`config.mk`:
```
export PLATFORM = sky130hd
export DESIGN_NAME = gaze_contact_tracker
export DESIGN_NICKNAME = d
export VERILOG_FILES = /design/src/hdl/gct_pkg.sv /design/src/hdl/gct_front.sv /design/src/hdl/gct_queue.sv /design/src/hdl/gct_back.sv /design/src/hdl/gaze_contact_tracker.sv
export SDC_FILE = /design/constraint.sdc
export NUM_CORES = 1
export LEC_CHECK = 0
export BUFFER_PORTS_ARGS = -buffer_cell sky130_fd_sc_hd__buf_2
export CORE_MARGIN = 8
export CORE_UTILIZATION = 60
export DETAILED_ROUTE_END_ITERATION = 10
export PLACE_DENSITY = 0.81
export SLEW_MARGIN = 20
export SYNTH_ARGS = -nofsm -noshare
export SYNTH_HDL_FRONTEND = slang
export SYNTH_SLANG_ARGS = --single-unit
```
`constraint.sdc`:
```
create_clock -name clk_i -period 7.2 [get_ports clk_i]
set_input_delay 0.36 -clock clk_i [delete_from_list [all_inputs] [get_ports clk_i]]
set_output_delay 0.36 -clock clk_i [all_outputs]
set_load 0.01 [all_outputs]
```
`src/hdl/gct_pkg.sv`:
```
package gct_pkg;

  // configuration register indexes (byte address 4*index)
  localparam int unsigned AddrW = 5;
  localparam logic [2:0] RegConfThr     = 3'd0;
  localparam logic [2:0] RegAngleTol    = 3'd1;
  localparam logic [2:0] RegClosedLim   = 3'd2;
  localparam logic [2:0] RegLookTime    = 3'd3;
  localparam logic [2:0] RegAvertTime   = 3'd4;
  localparam logic [2:0] RegImageWidth  = 3'd5;
  localparam logic [2:0] RegAvertOffset = 3'd6;

  // phase codes
  localparam logic [1:0] PhaseIdle    = 2'd0;
  localparam logic [1:0] PhaseContact = 2'd1;
  localparam logic [1:0] PhaseAvert   = 2'd2;
  localparam logic [1:0] PhaseSearch  = 2'd3;

  // observation kinds
  localparam logic [1:0] KindOpen   = 2'd0;
  localparam logic [1:0] KindNoOpen = 2'd1;

  // blink codes
  localparam logic [1:0] BlinkClosed  = 2'd0;
  localparam logic [1:0] BlinkOpen    = 2'd1;
  localparam logic [1:0] BlinkUnknown = 2'd2;

  localparam logic [5:0] SearchLast = 6'd35;
  localparam logic signed [9:0] JitterPos = 10'sd3;
  localparam logic signed [9:0] JitterNeg = -10'sd3;

  // settings used by the classifier
  typedef struct packed {
    logic [9:0]  conf_thr;
    logic [7:0]  angle_tol;
    logic [9:0]  closed_lim;
    logic [11:0] image_width;
  } front_cfg_t;

  // settings used by the phase machine
  typedef struct packed {
    logic [15:0] look_time;
    logic [15:0] avert_time;
    logic [8:0]  avert_offset;
  } back_cfg_t;

  // classified observation, without its score
  typedef struct packed {
    logic        no_face;
    logic        plus_side;
    logic [1:0]  blink;
    logic [15:0] elapsed;
  } obs_t;

  // 200*sin(step*10 deg), truncated toward zero
  function automatic logic signed [9:0] sweep_offset(input logic [5:0] step);
    logic signed [9:0] val;
    case (step)
      6'd0:  val = 10'sd0;
      6'd1:  val = 10'sd34;
      6'd2:  val = 10'sd68;
      6'd3:  val = 10'sd100;
      6'd4:  val = 10'sd128;
      6'd5:  val = 10'sd153;
      6'd6:  val = 10'sd173;
      6'd7:  val = 10'sd187;
      6'd8:  val = 10'sd196;
      6'd9:  val = 10'sd200;
      6'd10: val = 10'sd196;
      6'd11: val = 10'sd187;
      6'd12: val = 10'sd173;
      6'd13: val = 10'sd153;
      6'd14: val = 10'sd128;
      6'd15: val = 10'sd100;
      6'd16: val = 10'sd68;
      6'd17: val = 10'sd34;
      6'd18: val = 10'sd0;
      6'd19: val = -10'sd34;
      6'd20: val = -10'sd68;
      6'd21: val = -10'sd100;
      6'd22: val = -10'sd128;
      6'd23: val = -10'sd153;
      6'd24: val = -10'sd173;
      6'd25: val = -10'sd187;
      6'd26: val = -10'sd196;
      6'd27: val = -10'sd200;
      6'd28: val = -10'sd196;
      6'd29: val = -10'sd187;
      6'd30: val = -10'sd173;
      6'd31: val = -10'sd153;
      6'd32: val = -10'sd128;
      6'd33: val = -10'sd100;
      6'd34: val = -10'sd68;
      6'd35: val = -10'sd34;
      default: val = 10'sd0;
    endcase
    return val;
  endfunction

endpackage

```
`src/hdl/gct_front.sv`:
```
module gct_front #(
  parameter int unsigned WINDOW = 10
) (
  input  logic [1:0]             kind_i,
  input  logic signed [8:0]      face_yaw_i,
  input  logic signed [8:0]      gaze_yaw_i,
  input  logic [9:0]             face_confidence_i,
  input  logic [9:0]             gaze_confidence_i,
  input  logic [9:0]             eye_a_openness_i,
  input  logic [9:0]             eye_a_confidence_i,
  input  logic [9:0]             eye_b_openness_i,
  input  logic [9:0]             eye_b_confidence_i,
  input  logic [11:0]            face_right_edge_i,
  input  logic [11:0]            face_left_edge_i,
  input  logic [15:0]            elapsed_ms_i,
  input  gct_pkg::front_cfg_t    cfg_i,
  output gct_pkg::obs_t          obs_o,
  output logic [$clog2(WINDOW/3+1)-1:0] score_o
);

  localparam int unsigned ScoreW = $clog2(WINDOW / 3 + 1);
  localparam logic [ScoreW-1:0] ScoreOpp = ScoreW'(WINDOW / 3);

  logic              conf_ok;
  logic              opposite;
  logic              straight;
  logic [8:0]        fy_mag, gy_mag, mag_diff;
  logic [11:0]       box_width;
  logic signed [12:0] centre, half_image;
  logic              a_closed, b_closed;

  // yaw magnitudes, 256 fits as unsigned
  assign fy_mag   = face_yaw_i[8] ? 9'(~face_yaw_i + 9'sd1) : 9'(face_yaw_i);
  assign gy_mag   = gaze_yaw_i[8] ? 9'(~gaze_yaw_i + 9'sd1) : 9'(gaze_yaw_i);
  assign mag_diff = (fy_mag >= gy_mag) ? (fy_mag - gy_mag) : (gy_mag - fy_mag);

  // gaze score
  assign conf_ok  = (face_confidence_i > cfg_i.conf_thr) &&
                    (gaze_confidence_i > cfg_i.conf_thr);
  assign opposite = (face_yaw_i[8] && !gaze_yaw_i[8] && (gaze_yaw_i != 9'sd0)) ||
                    (!face_yaw_i[8] && (face_yaw_i != 9'sd0) && gaze_yaw_i[8]);
  assign straight = (fy_mag < {1'b0, cfg_i.angle_tol}) &&
                    (mag_diff < {1'b0, cfg_i.angle_tol});

  always_comb begin
    if (!conf_ok) begin
      score_o = '0;
    end else if (opposite) begin
      score_o = ScoreOpp;
    end else if (straight) begin
      score_o = ScoreW'(1);
    end else begin
      score_o = '0;
    end
  end

  // face side relative to the image center
  assign box_width  = (face_right_edge_i >= face_left_edge_i) ?
                      (face_right_edge_i - face_left_edge_i) :
                      (face_left_edge_i - face_right_edge_i);
  assign centre     = $signed({1'b0, face_right_edge_i}) - $signed({2'b00, box_width[11:1]});
  assign half_image = $signed({2'b00, cfg_i.image_width[11:1]});

  // blink
  assign a_closed = (eye_a_openness_i < cfg_i.closed_lim) &&
                    (eye_a_confidence_i > cfg_i.conf_thr);
  assign b_closed = (eye_b_openness_i < cfg_i.closed_lim) &&
                    (eye_b_confidence_i > cfg_i.conf_thr);

  always_comb begin
    obs_o.no_face   = kind_i[1];
    obs_o.plus_side = centre > half_image;
    obs_o.elapsed   = elapsed_ms_i;
    case (kind_i)
      gct_pkg::KindOpen: obs_o.blink = (a_closed && b_closed) ? gct_pkg::BlinkClosed :
                                                              gct_pkg::BlinkOpen;
      default:           obs_o.blink = gct_pkg::BlinkUnknown;
    endcase
  end

endmodule

```
`src/hdl/gct_queue.sv`:
```
module gct_queue #(
  parameter int unsigned DATA_W = 8
) (
  input  logic              clk_i,
  input  logic              rst_ni,
  input  logic              push_i,
  input  logic [DATA_W-1:0] data_i,
  output logic              full_o,
  output logic              valid_o,
  input  logic              pop_i,
  output logic [DATA_W-1:0] data_o
);

  logic [DATA_W-1:0] slot_q [2];
  logic              wr_ptr_q, rd_ptr_q;
  logic [1:0]        count_q;

  assign full_o  = count_q[1];
  assign valid_o = count_q != 2'd0;
  assign data_o  = slot_q[rd_ptr_q];

  // storage
  always_ff @(posedge clk_i) begin
    if (push_i) begin
      slot_q[wr_ptr_q] <= data_i;
    end
  end

  // pointers and fill level
  always_ff @(posedge clk_i or negedge rst_ni) begin
    if (!rst_ni) begin
      wr_ptr_q <= 1'b0;
      rd_ptr_q <= 1'b0;
      count_q  <= 2'd0;
    end else begin
      if (push_i) begin
        wr_ptr_q <= ~wr_ptr_q;
      end
      if (pop_i) begin
        rd_ptr_q <= ~rd_ptr_q;
      end
      if (push_i && !pop_i) begin
        count_q <= count_q + 2'd1;
      end else if (pop_i && !push_i) begin
        count_q <= count_q - 2'd1;
      end
    end
  end

endmodule

```
`src/hdl/gct_back.sv`:
```
module gct_back #(
  parameter int unsigned WINDOW = 10
) (
  input  logic                          clk_i,
  input  logic                          rst_ni,
  input  gct_pkg::back_cfg_t            cfg_i,
  input  logic                          item_valid_i,
  input  gct_pkg::obs_t                 obs_i,
  input  logic [$clog2(WINDOW/3+1)-1:0] score_i,
  output logic                          item_pop_o,
  output logic                          out_valid_o,
  input  logic                          out_ready_i,
  output logic [1:0]                    phase_o,
  output logic signed [9:0]             eye_offset_o,
  output logic [1:0]                    blink_code_o,
  output logic [4:0]                    vote_sum_o,
  output logic                          contact_o
);

  localparam int unsigned ScoreW = $clog2(WINDOW / 3 + 1);
  localparam int unsigned SumW   = $clog2(WINDOW * (WINDOW / 3) + 1);
  localparam logic [SumW-1:0] HalfWindow = SumW'(WINDOW / 2);

  logic [ScoreW-1:0] win_q [WINDOW];
  logic [ScoreW-1:0] win_d [WINDOW];
  logic [SumW-1:0]   sum_q, sum_d;
  logic [1:0]        phase_q, phase_d;
  logic [15:0]       look_q, look_d, avert_q, avert_d;
  logic              jitter_q, jitter_d;
  logic [5:0]        step_q, step_d, step_use;
  logic              valid_q, valid_d;
  logic              contact;
  logic signed [9:0] offset, jitter, gap;
  logic [16:0]       look_add, avert_add;
  logic [15:0]       look_sat, avert_sat;

  logic [1:0]        phase_out_q;
  logic signed [9:0] offset_q;
  logic [1:0]        blink_q;
  logic [4:0]        vote_q;
  logic              contact_q;

  // take the next word when the output slot is free or drains now
  assign item_pop_o = item_valid_i && (!valid_q || out_ready_i);
  assign valid_d    = item_pop_o || (valid_q && !out_ready_i);

  // saturating dwell counters
  assign look_add  = {1'b0, look_q} + {1'b0, obs_i.elapsed};
  assign avert_add = {1'b0, avert_q} + {1'b0, obs_i.elapsed};
  assign look_sat  = look_add[16] ? 16'hFFFF : look_add[15:0];
  assign avert_sat = avert_add[16] ? 16'hFFFF : avert_add[15:0];

  assign jitter   = jitter_q ? gct_pkg::JitterNeg : gct_pkg::JitterPos;
  assign gap      = obs_i.plus_side ? $signed({1'b0, cfg_i.avert_offset}) :
                                      -$signed({1'b0, cfg_i.avert_offset});
  assign step_use = ((phase_q != gct_pkg::PhaseSearch) || (step_q > gct_pkg::SearchLast)) ?
                    6'd0 : step_q;

  // window shift and running sum
  always_comb begin
    for (int i = 0; i < WINDOW; i++) begin
      win_d[i] = win_q[i];
    end
    sum_d = sum_q;
    if (!obs_i.no_face) begin
      for (int i = 0; i < WINDOW - 1; i++) begin
        win_d[i] = win_q[i + 1];
      end
      win_d[WINDOW-1] = score_i;
      sum_d = SumW'(sum_q - SumW'(win_q[0]) + SumW'(score_i));
    end
  end

  assign contact = sum_d > HalfWindow;

  // phase machine and eye offset
  always_comb begin
    phase_d  = phase_q;
    look_d   = look_q;
    avert_d  = avert_q;
    jitter_d = jitter_q;
    step_d   = step_q;
    offset   = jitter;
    if (obs_i.no_face) begin
      phase_d = gct_pkg::PhaseSearch;
      offset  = gct_pkg::sweep_offset(step_use);
      step_d  = (step_use == gct_pkg::SearchLast) ? 6'd0 : step_use + 6'd1;
    end else begin
      jitter_d = ~jitter_q;
      unique case (phase_q)
        gct_pkg::PhaseContact: begin
          avert_d = '0;
          look_d  = look_sat;
          if (!contact) begin
            phase_d = gct_pkg::PhaseIdle;
          end else if (look_sat > cfg_i.look_time) begin
            phase_d = gct_pkg::PhaseAvert;
          end
        end
        gct_pkg::PhaseAvert: begin
          look_d  = '0;
          avert_d = avert_sat;
          offset  = gap;
          if (!contact) begin
            phase_d = gct_pkg::PhaseIdle;
          end else if (avert_sat > cfg_i.avert_time) begin
            phase_d = gct_pkg::PhaseContact;
          end
        end
        default: begin
          phase_d = contact ? gct_pkg::PhaseContact : gct_pkg::PhaseIdle;
        end
      endcase
    end
  end

  // tracker state
  always_ff @(posedge clk_i or negedge rst_ni) begin
    if (!rst_ni) begin
      for (int i = 0; i < WINDOW; i++) begin
        win_q[i] <= '0;
      end
      sum_q    <= '0;
      phase_q  <= gct_pkg::PhaseIdle;
      look_q   <= '0;
      avert_q  <= '0;
      jitter_q <= 1'b0;
      step_q   <= '0;
      valid_q  <= 1'b0;
    end else begin
      valid_q <= valid_d;
      if (item_pop_o) begin
        for (int i = 0; i < WINDOW; i++) begin
          win_q[i] <= win_d[i];
        end
        sum_q    <= sum_d;
        phase_q  <= phase_d;
        look_q   <= look_d;
        avert_q  <= avert_d;
        jitter_q <= jitter_d;
        step_q   <= step_d;
      end
    end
  end

  // output word register
  always_ff @(posedge clk_i) begin
    if (item_pop_o) begin
      phase_out_q <= phase_d;
      offset_q    <= offset;
      blink_q     <= obs_i.blink;
      vote_q      <= (32'(sum_d) > 32'd31) ? 5'd31 : 5'(sum_d);
      contact_q   <= contact;
    end
  end

  assign out_valid_o  = valid_q;
  assign phase_o      = phase_out_q;
  assign eye_offset_o = offset_q;
  assign blink_code_o = blink_q;
  assign vote_sum_o   = vote_q;
  assign contact_o    = contact_q;

endmodule

```
`src/hdl/gaze_contact_tracker.sv`:
```
// Gaze contact tracker.
// Input channel (in_valid_i/in_ready_o) takes one face observation per word;
// output channel (out_valid_o/out_ready_i) gives one result word per input word,
// in order. Settings are written over the APB port (pready always high);
// register i sits at byte address 4*i and reads back its value.
// A classifier scores the face and finds blink and face side in the cycle a
// word is accepted and writes it to a 2-entry queue. The tracker pops one word
// a cycle when the output register is free or drains, updates the score window,
// running sum, dwell counters and phase, and loads the output register; each word
// passes through a queue slot and then the output register.
// Throughput is one word per cycle while the receiver keeps up; the tracker update sets it.
// When the receiver stalls the output register holds, the queue fills, and
// in_ready_o drops once both queue entries are taken.
// Reset clears the window, phase, counters and queue, and loads the settings
// with their default values.
module gaze_contact_tracker #(
  parameter int unsigned WINDOW = 10
) (
  input  logic                         clk_i,
  input  logic                         rst_ni,
  // configuration port
  input  logic                         psel,
  input  logic                         penable,
  input  logic                         pwrite,
  input  logic [gct_pkg::AddrW-1:0]    paddr,
  input  logic [31:0]                  pwdata,
  output logic [31:0]                  prdata,
  output logic                         pready,
  // observation input
  input  logic                         in_valid_i,
  output logic                         in_ready_o,
  input  logic [1:0]                   kind_i,
  input  logic signed [8:0]            face_yaw_i,
  input  logic signed [8:0]            gaze_yaw_i,
  input  logic [9:0]                   face_confidence_i,
  input  logic [9:0]                   gaze_confidence_i,
  input  logic [9:0]                   eye_a_openness_i,
  input  logic [9:0]                   eye_a_confidence_i,
  input  logic [9:0]                   eye_b_openness_i,
  input  logic [9:0]                   eye_b_confidence_i,
  input  logic [11:0]                  face_right_edge_i,
  input  logic [11:0]                  face_left_edge_i,
  input  logic [15:0]                  elapsed_ms_i,
  // result output
  output logic                         out_valid_o,
  input  logic                         out_ready_i,
  output logic [1:0]                   phase_o,
  output logic signed [9:0]            eye_offset_o,
  output logic [1:0]                   blink_code_o,
  output logic [4:0]                   vote_sum_o,
  output logic                         contact_o
);

  localparam int unsigned ScoreW = $clog2(WINDOW / 3 + 1);
  localparam int unsigned DataW  = $bits(gct_pkg::obs_t) + ScoreW;

  logic [9:0]  conf_thr_q;
  logic [7:0]  angle_tol_q;
  logic [9:0]  closed_lim_q;
  logic [15:0] look_time_q;
  logic [15:0] avert_time_q;
  logic [11:0] image_width_q;
  logic [8:0]  avert_offset_q;
  logic        cfg_wr;
  logic [2:0]  reg_idx;

  gct_pkg::front_cfg_t front_cfg;
  gct_pkg::back_cfg_t  back_cfg;
  gct_pkg::obs_t       obs_wr, obs_rd;
  logic [ScoreW-1:0]   score_wr, score_rd;
  logic [DataW-1:0]    q_rdata;
  logic                q_full, q_valid, q_pop, q_push;

  // register writes
  assign pready  = 1'b1;
  assign cfg_wr  = psel && penable && pwrite;
  assign reg_idx = paddr[4:2];

  always_ff @(posedge clk_i or negedge rst_ni) begin
    if (!rst_ni) begin
      conf_thr_q     <= 10'd100;
      angle_tol_q    <= 8'd7;
      closed_lim_q   <= 10'd200;
      look_time_q    <= 16'd2000;
      avert_time_q   <= 16'd500;
      image_width_q  <= 12'd640;
      avert_offset_q <= 9'd150;
    end else if (cfg_wr) begin
      unique case (reg_idx)
        gct_pkg::RegConfThr:     conf_thr_q     <= pwdata[9:0];
        gct_pkg::RegAngleTol:    angle_tol_q    <= pwdata[7:0];
        gct_pkg::RegClosedLim:   closed_lim_q   <= pwdata[9:0];
        gct_pkg::RegLookTime:    look_time_q    <= pwdata[15:0];
        gct_pkg::RegAvertTime:   avert_time_q   <= pwdata[15:0];
        gct_pkg::RegImageWidth:  image_width_q  <= pwdata[11:0];
        gct_pkg::RegAvertOffset: avert_offset_q <= pwdata[8:0];
        default: ;
      endcase
    end
  end

  // register reads
  always_comb begin
    unique case (reg_idx)
      gct_pkg::RegConfThr:     prdata = {22'd0, conf_thr_q};
      gct_pkg::RegAngleTol:    prdata = {24'd0, angle_tol_q};
      gct_pkg::RegClosedLim:   prdata = {22'd0, closed_lim_q};
      gct_pkg::RegLookTime:    prdata = {16'd0, look_time_q};
      gct_pkg::RegAvertTime:   prdata = {16'd0, avert_time_q};
      gct_pkg::RegImageWidth:  prdata = {20'd0, image_width_q};
      gct_pkg::RegAvertOffset: prdata = {23'd0, avert_offset_q};
      default:                 prdata = '0;
    endcase
  end

  assign front_cfg.conf_thr    = conf_thr_q;
  assign front_cfg.angle_tol   = angle_tol_q;
  assign front_cfg.closed_lim  = closed_lim_q;
  assign front_cfg.image_width = image_width_q;
  assign back_cfg.look_time    = look_time_q;
  assign back_cfg.avert_time   = avert_time_q;
  assign back_cfg.avert_offset = avert_offset_q;

  // classifier
  gct_front #(
    .WINDOW (WINDOW)
  ) u_front (
    .kind_i             (kind_i),
    .face_yaw_i         (face_yaw_i),
    .gaze_yaw_i         (gaze_yaw_i),
    .face_confidence_i  (face_confidence_i),
    .gaze_confidence_i  (gaze_confidence_i),
    .eye_a_openness_i   (eye_a_openness_i),
    .eye_a_confidence_i (eye_a_confidence_i),
    .eye_b_openness_i   (eye_b_openness_i),
    .eye_b_confidence_i (eye_b_confidence_i),
    .face_right_edge_i  (face_right_edge_i),
    .face_left_edge_i   (face_left_edge_i),
    .elapsed_ms_i       (elapsed_ms_i),
    .cfg_i              (front_cfg),
    .obs_o              (obs_wr),
    .score_o            (score_wr)
  );

  // queue between classifier and tracker
  assign in_ready_o = !q_full;
  assign q_push     = in_valid_i && !q_full;

  gct_queue #(
    .DATA_W (DataW)
  ) u_queue (
    .clk_i   (clk_i),
    .rst_ni  (rst_ni),
    .push_i  (q_push),
    .data_i  ({obs_wr, score_wr}),
    .full_o  (q_full),
    .valid_o (q_valid),
    .pop_i   (q_pop),
    .data_o  (q_rdata)
  );

  assign obs_rd   = gct_pkg::obs_t'(q_rdata[DataW-1:ScoreW]);
  assign score_rd = q_rdata[ScoreW-1:0];

  // tracker
  gct_back #(
    .WINDOW (WINDOW)
  ) u_back (
    .clk_i        (clk_i),
    .rst_ni       (rst_ni),
    .cfg_i        (back_cfg),
    .item_valid_i (q_valid),
    .obs_i        (obs_rd),
    .score_i      (score_rd),
    .item_pop_o   (q_pop),
    .out_valid_o  (out_valid_o),
    .out_ready_i  (out_ready_i),
    .phase_o      (phase_o),
    .eye_offset_o (eye_offset_o),
    .blink_code_o (blink_code_o),
    .vote_sum_o   (vote_sum_o),
    .contact_o    (contact_o)
  );

endmodule
```
==> flow_summary.json <==
{
  "run_status": "completed",
  "period_minus_slack_ns": 5.98,
  "yosysSeqAreaShare_pct": 34.3,
  "synth-edff-count": 64,
  "cp_max_fo": 11,
  "crit_path_start": "face_right_edge_i[0]",
  "r2r_slack_ns": 1.27,
  "finalMaxSlewViolations": 0,
  "finalWeightedCongestion": 0.916,
  "total_power_w": 0.00738,
  "area_growth_synth_to_finish_pct": 12.3,
  "final_hold_viol_count": 0,
  "critPathLaunchType": "input port",
  "die_area_sq_um": 33600,
  "final-instance-count-excl-fill": 2416,
  "chipWidth_um": 183,
  "drt_pass1_iterations": 5,
  "clock_sink_count": 216,
  "setup_tns_ns": 0,
  "peakVddDrop_mv": 0.235,
  "power_density_relative_to_cell_area_nw_per_um2": 392,
  "mappedNetlistArea_sq_um": 16800,
  "final_critical_path_setup_slack_ns": 1.22,
  "detailed_place_hpwl_um": 35000,
  "grt_pass1_wl_um": 71600,
  "clkSlewWorstSetupHoldPaths_ns": 0.06,
  "worst_clock_skew_ns": 0.0108,
  "timing_worst_slew_pin_value_ns": 1.02,
  "grt_max_degree": 86,
  "fin_crit_sh_pct": 83.1,
  "grt_antenna_before_repair": 8,
  "cell_count_post_placement": 2368,
  "worstPathArrival_ns": 6.17,
  "port_buffers": 183,
  "die_h_um": 183,
  "max_cap_viol_count": 0,
  "min-delay-path-class": "in2reg",
  "clk_root_buffer_cell": "clkbuf_16",
  "cp.required_ns": 7.39,
  "layout-drive-gt1-share_pct": 16.3,
  "longest_clk_path_bufs": 3,
  "design.final.nets": 2409,
  "h_tree_lvl_count": 1,
  "worst_skew_pair.late_latency_ns": 0.52,
  "yosysUniqueCellTypes": 73,
  "post_synth_inst_count": 1856,
  "ys_dominant_reg_cell": "dfrtp_1",
  "slowest_delay_ns": 0.49,
  "detail-route-antenna-nets": 0,
  "drt_iter0_markers": 1085,
  "cellLeakagePower_nw": 8.98,
  "placement_rows": 61,
  "max_clock_freq_mhz": 167,
  "vias_in_the_first_global_route": 14292,
  "globalRouteOverflowTotal": 0,
  "core_sq_um": 27600,
  "avgRoutedWirePerCell_um": 18.5,
  "syn-mean-instance-area_sq_um": 9.03,
  "initial_standard_cell_utilization_of_the_core_pct": 60.7,
  "cell_count_of_the_worst_hold_path": 1,
  "routed_wl_um": 44700,
  "route.vias.total": 14288,
  "source_of_the_worst_register_to_register_timing_path": "u_queue.rd_ptr_q",
  "tritoncts.num_buffers": 24,
  "hold_slack_ns": 0.0379,
  "critPathCapture": "u_queue.slot_q[1][20]",
  "timing.final.setup_violations": 0,
  "drt-vias-per-instance": 5.91,
  "synth_async_sr_flop_share_pct": 70.4,
  "dp_slack_ns": 0.771,
  "postCtsSetupRepairBufs": 0,
  "critical_path.slowest_cell": "o41ai_1",
  "slew-limit-headroom_pct": 32.2,
  "drc": 0,
  "setup.worst_path.class": "in2reg",
  "crit_top_cell": "o21a_1",
  "crit-reg2reg-capture": "u_back.phase_o[0]",
  "synth-seq-cells": 216,
  "ioPinCount": 219,
  "synth.yosys.warnings": 0,
  "unrepaired_setup_endpoints_after_global_routing": "no",
  "grt_util_all_layers_pct": 26.0,
  "final.fill_count": 2229,
  "worst_r2r_path_depth": 17,
  "critical_path.endpoint_type": "flip-flop",
  "cts_tree": "yes"
}
## stage by stage
step	cell area [sq um]	utilization (%)
after floorplan	16800	-
after global placement	18000	65.1
final	18800	68.2
after CTS	18800	68.1
after detailed placement	18000	65.1
after global routing	18800	68.2
## flip-flops by register name (all words and copies together) (netlist names), 10 cells and up
signal               cells
u_back.win_q            20
u_queue.slot_q          44
avert_time_q            16
u_back.eye_offset_o     10
u_back.avert_q          16
conf_thr_q              10
image_width_q           12
closed_lim_q            10
look_time_q             16
u_back.look_q           16
## layout make-up
cell class | instances | area [sq um] | share of cell area [%]
sequential | 216 | 5760 | 30.6
multi-input combinational | 1412 | 10100 | 53.7
timing repair buffer | 196 | 1020 | 5.43
inverter | 167 | 627 | 3.33
clock buffer | 30 | 687 | 3.65
tap | 378 | 473 | 2.51
clock inverter | 14 | 145 | 0.770
antenna | 3 | 7.51 | 0.0398
## cell usage after synthesis, drive strengths merged (7+ instances only)
| master | n | area share, % |
|---|---|---|
| ha | 219 | 16 |
| nor2b | 31 | 1.2 |
| dfrtp | 125 | 19 |
| xnor2 | 48 | 2.5 |
| a31oi | 22 | 0.82 |
| mux2i | 32 | 1.9 |
| mux2 | 46 | 3.1 |
| a211oi | 20 | 0.93 |
| o21ai | 151 | 4.5 |
| a21o | 46 | 2.1 |
| edfxtp | 64 | 11 |
| buf | 25 | 0.96 |
| o22ai | 8 | 0.30 |
| nand2 | 227 | 5.1 |
| o21a | 19 | 0.85 |
| and3 | 7 | 0.26 |
| a22o | 34 | 1.8 |
| nor2 | 113 | 2.5 |
| xor2 | 26 | 1.4 |
| a22oi | 8 | 0.36 |
| o211ai | 12 | 0.54 |
| fa | 9 | 1.1 |
| a21oi | 104 | 3.1 |
| nand2b | 27 | 1.0 |
| nand3 | 28 | 0.84 |
| o31ai | 13 | 0.66 |
| clkbuf | 51 | 1.1 |
| nor3 | 25 | 0.75 |
| dfstp | 27 | 4.2 |
| nand4 | 21 | 0.78 |
| inv | 167 | 3.7 |
## repair_timing
action / CTS / global route
resized for setup: 0 / 0
endpoints found under the hold margin: 57 / 0
hold buffers: 1 / 0
## placed cells by master, fill, tap and decap left out, types with 26 or more instances in the layout
cell	netlist	layout
nor2_1	113	110
nand3_1	28	28
nor2b_1	31	30
buf_2	2	182
xnor2_1	48	48
ha_1	219	219
nand2_1	227	227
inv_1	167	167
edfxtp_1	64	64
dfstp_2	27	27
mux2i_1	32	32
a22o_1	34	34
a21o_1	46	46
nand2b_1	27	27
xor2_1	26	26
o21ai_0	149	149
a21oi_1	104	104
dfrtp_1	125	125
mux2_2	46	46
clkbuf_16	0	27
## critical path, delay by kind of cell
family                   cells  cell delay (ns)
AND/OR/NAND/NOR              3             0.48
AO/OA/AOI/OAI               15             2.98
adder cells (fa/ha/maj)      4             1.15
multiplexers                 1             0.24
buffers and inverters        4             0.50
XOR/XNOR                     2             0.45
## power by group
part | internal, W | switching [W]
combinational | 0.00170 | 0.00245
sequential | 0.00172 | 0.000238
clock | 0.000784 | 0.000497
total | 0.00420 | 0.00318
## logic make-up (layout without fill, tap and decap cells)
group | Yosys count | count (layout) | share of synthesized area, %
AO/OA/AOI/OAI | 492 | 492 | 18.8
XOR/XNOR | 74 | 74 | 3.87
adder cells (fa/ha/maj) | 228 | 228 | 17.4
buffers and inverters | 243 | 407 | 5.83
flip-flops | 216 | 216 | 34.3
multiplexers | 83 | 83 | 5.67
other | 2 | 20 | 0.0448
AND/OR/NAND/NOR | 518 | 518 | 14.1
## routing by layer
layer / up-vias / track usage (%) / part of all wire (%)
met5: - / 0 / 0.17
met4: 10 / 9.89 / 3.5
met3: 120 / 4.59 / 7.3
met2: 528 / 43.8 / 48
met1: 6720 / 33.0 / 41
li1: 6910 / - / -
## worst min-delay path by stage
stage	slack [ns]	from	to
6_report	0.04	elapsed_ms_i[15]	u_queue.slot_q[0][17]
5_1_grt	0.03	elapsed_ms_i[15]	u_queue.slot_q[1][17]
4_1_cts	0.03	elapsed_ms_i[15]	u_queue.slot_q[0][17]
3_5_place_dp	0.45	u_back.win_q[6]	u_back.win_q[8]
3_3_place_gp	0.45	u_back.win_q[10]	u_back.win_q[12]
2_1_floorplan	0.06	rst_ni	angle_tol_q[3]
Power figures use the tool's default switching activity.
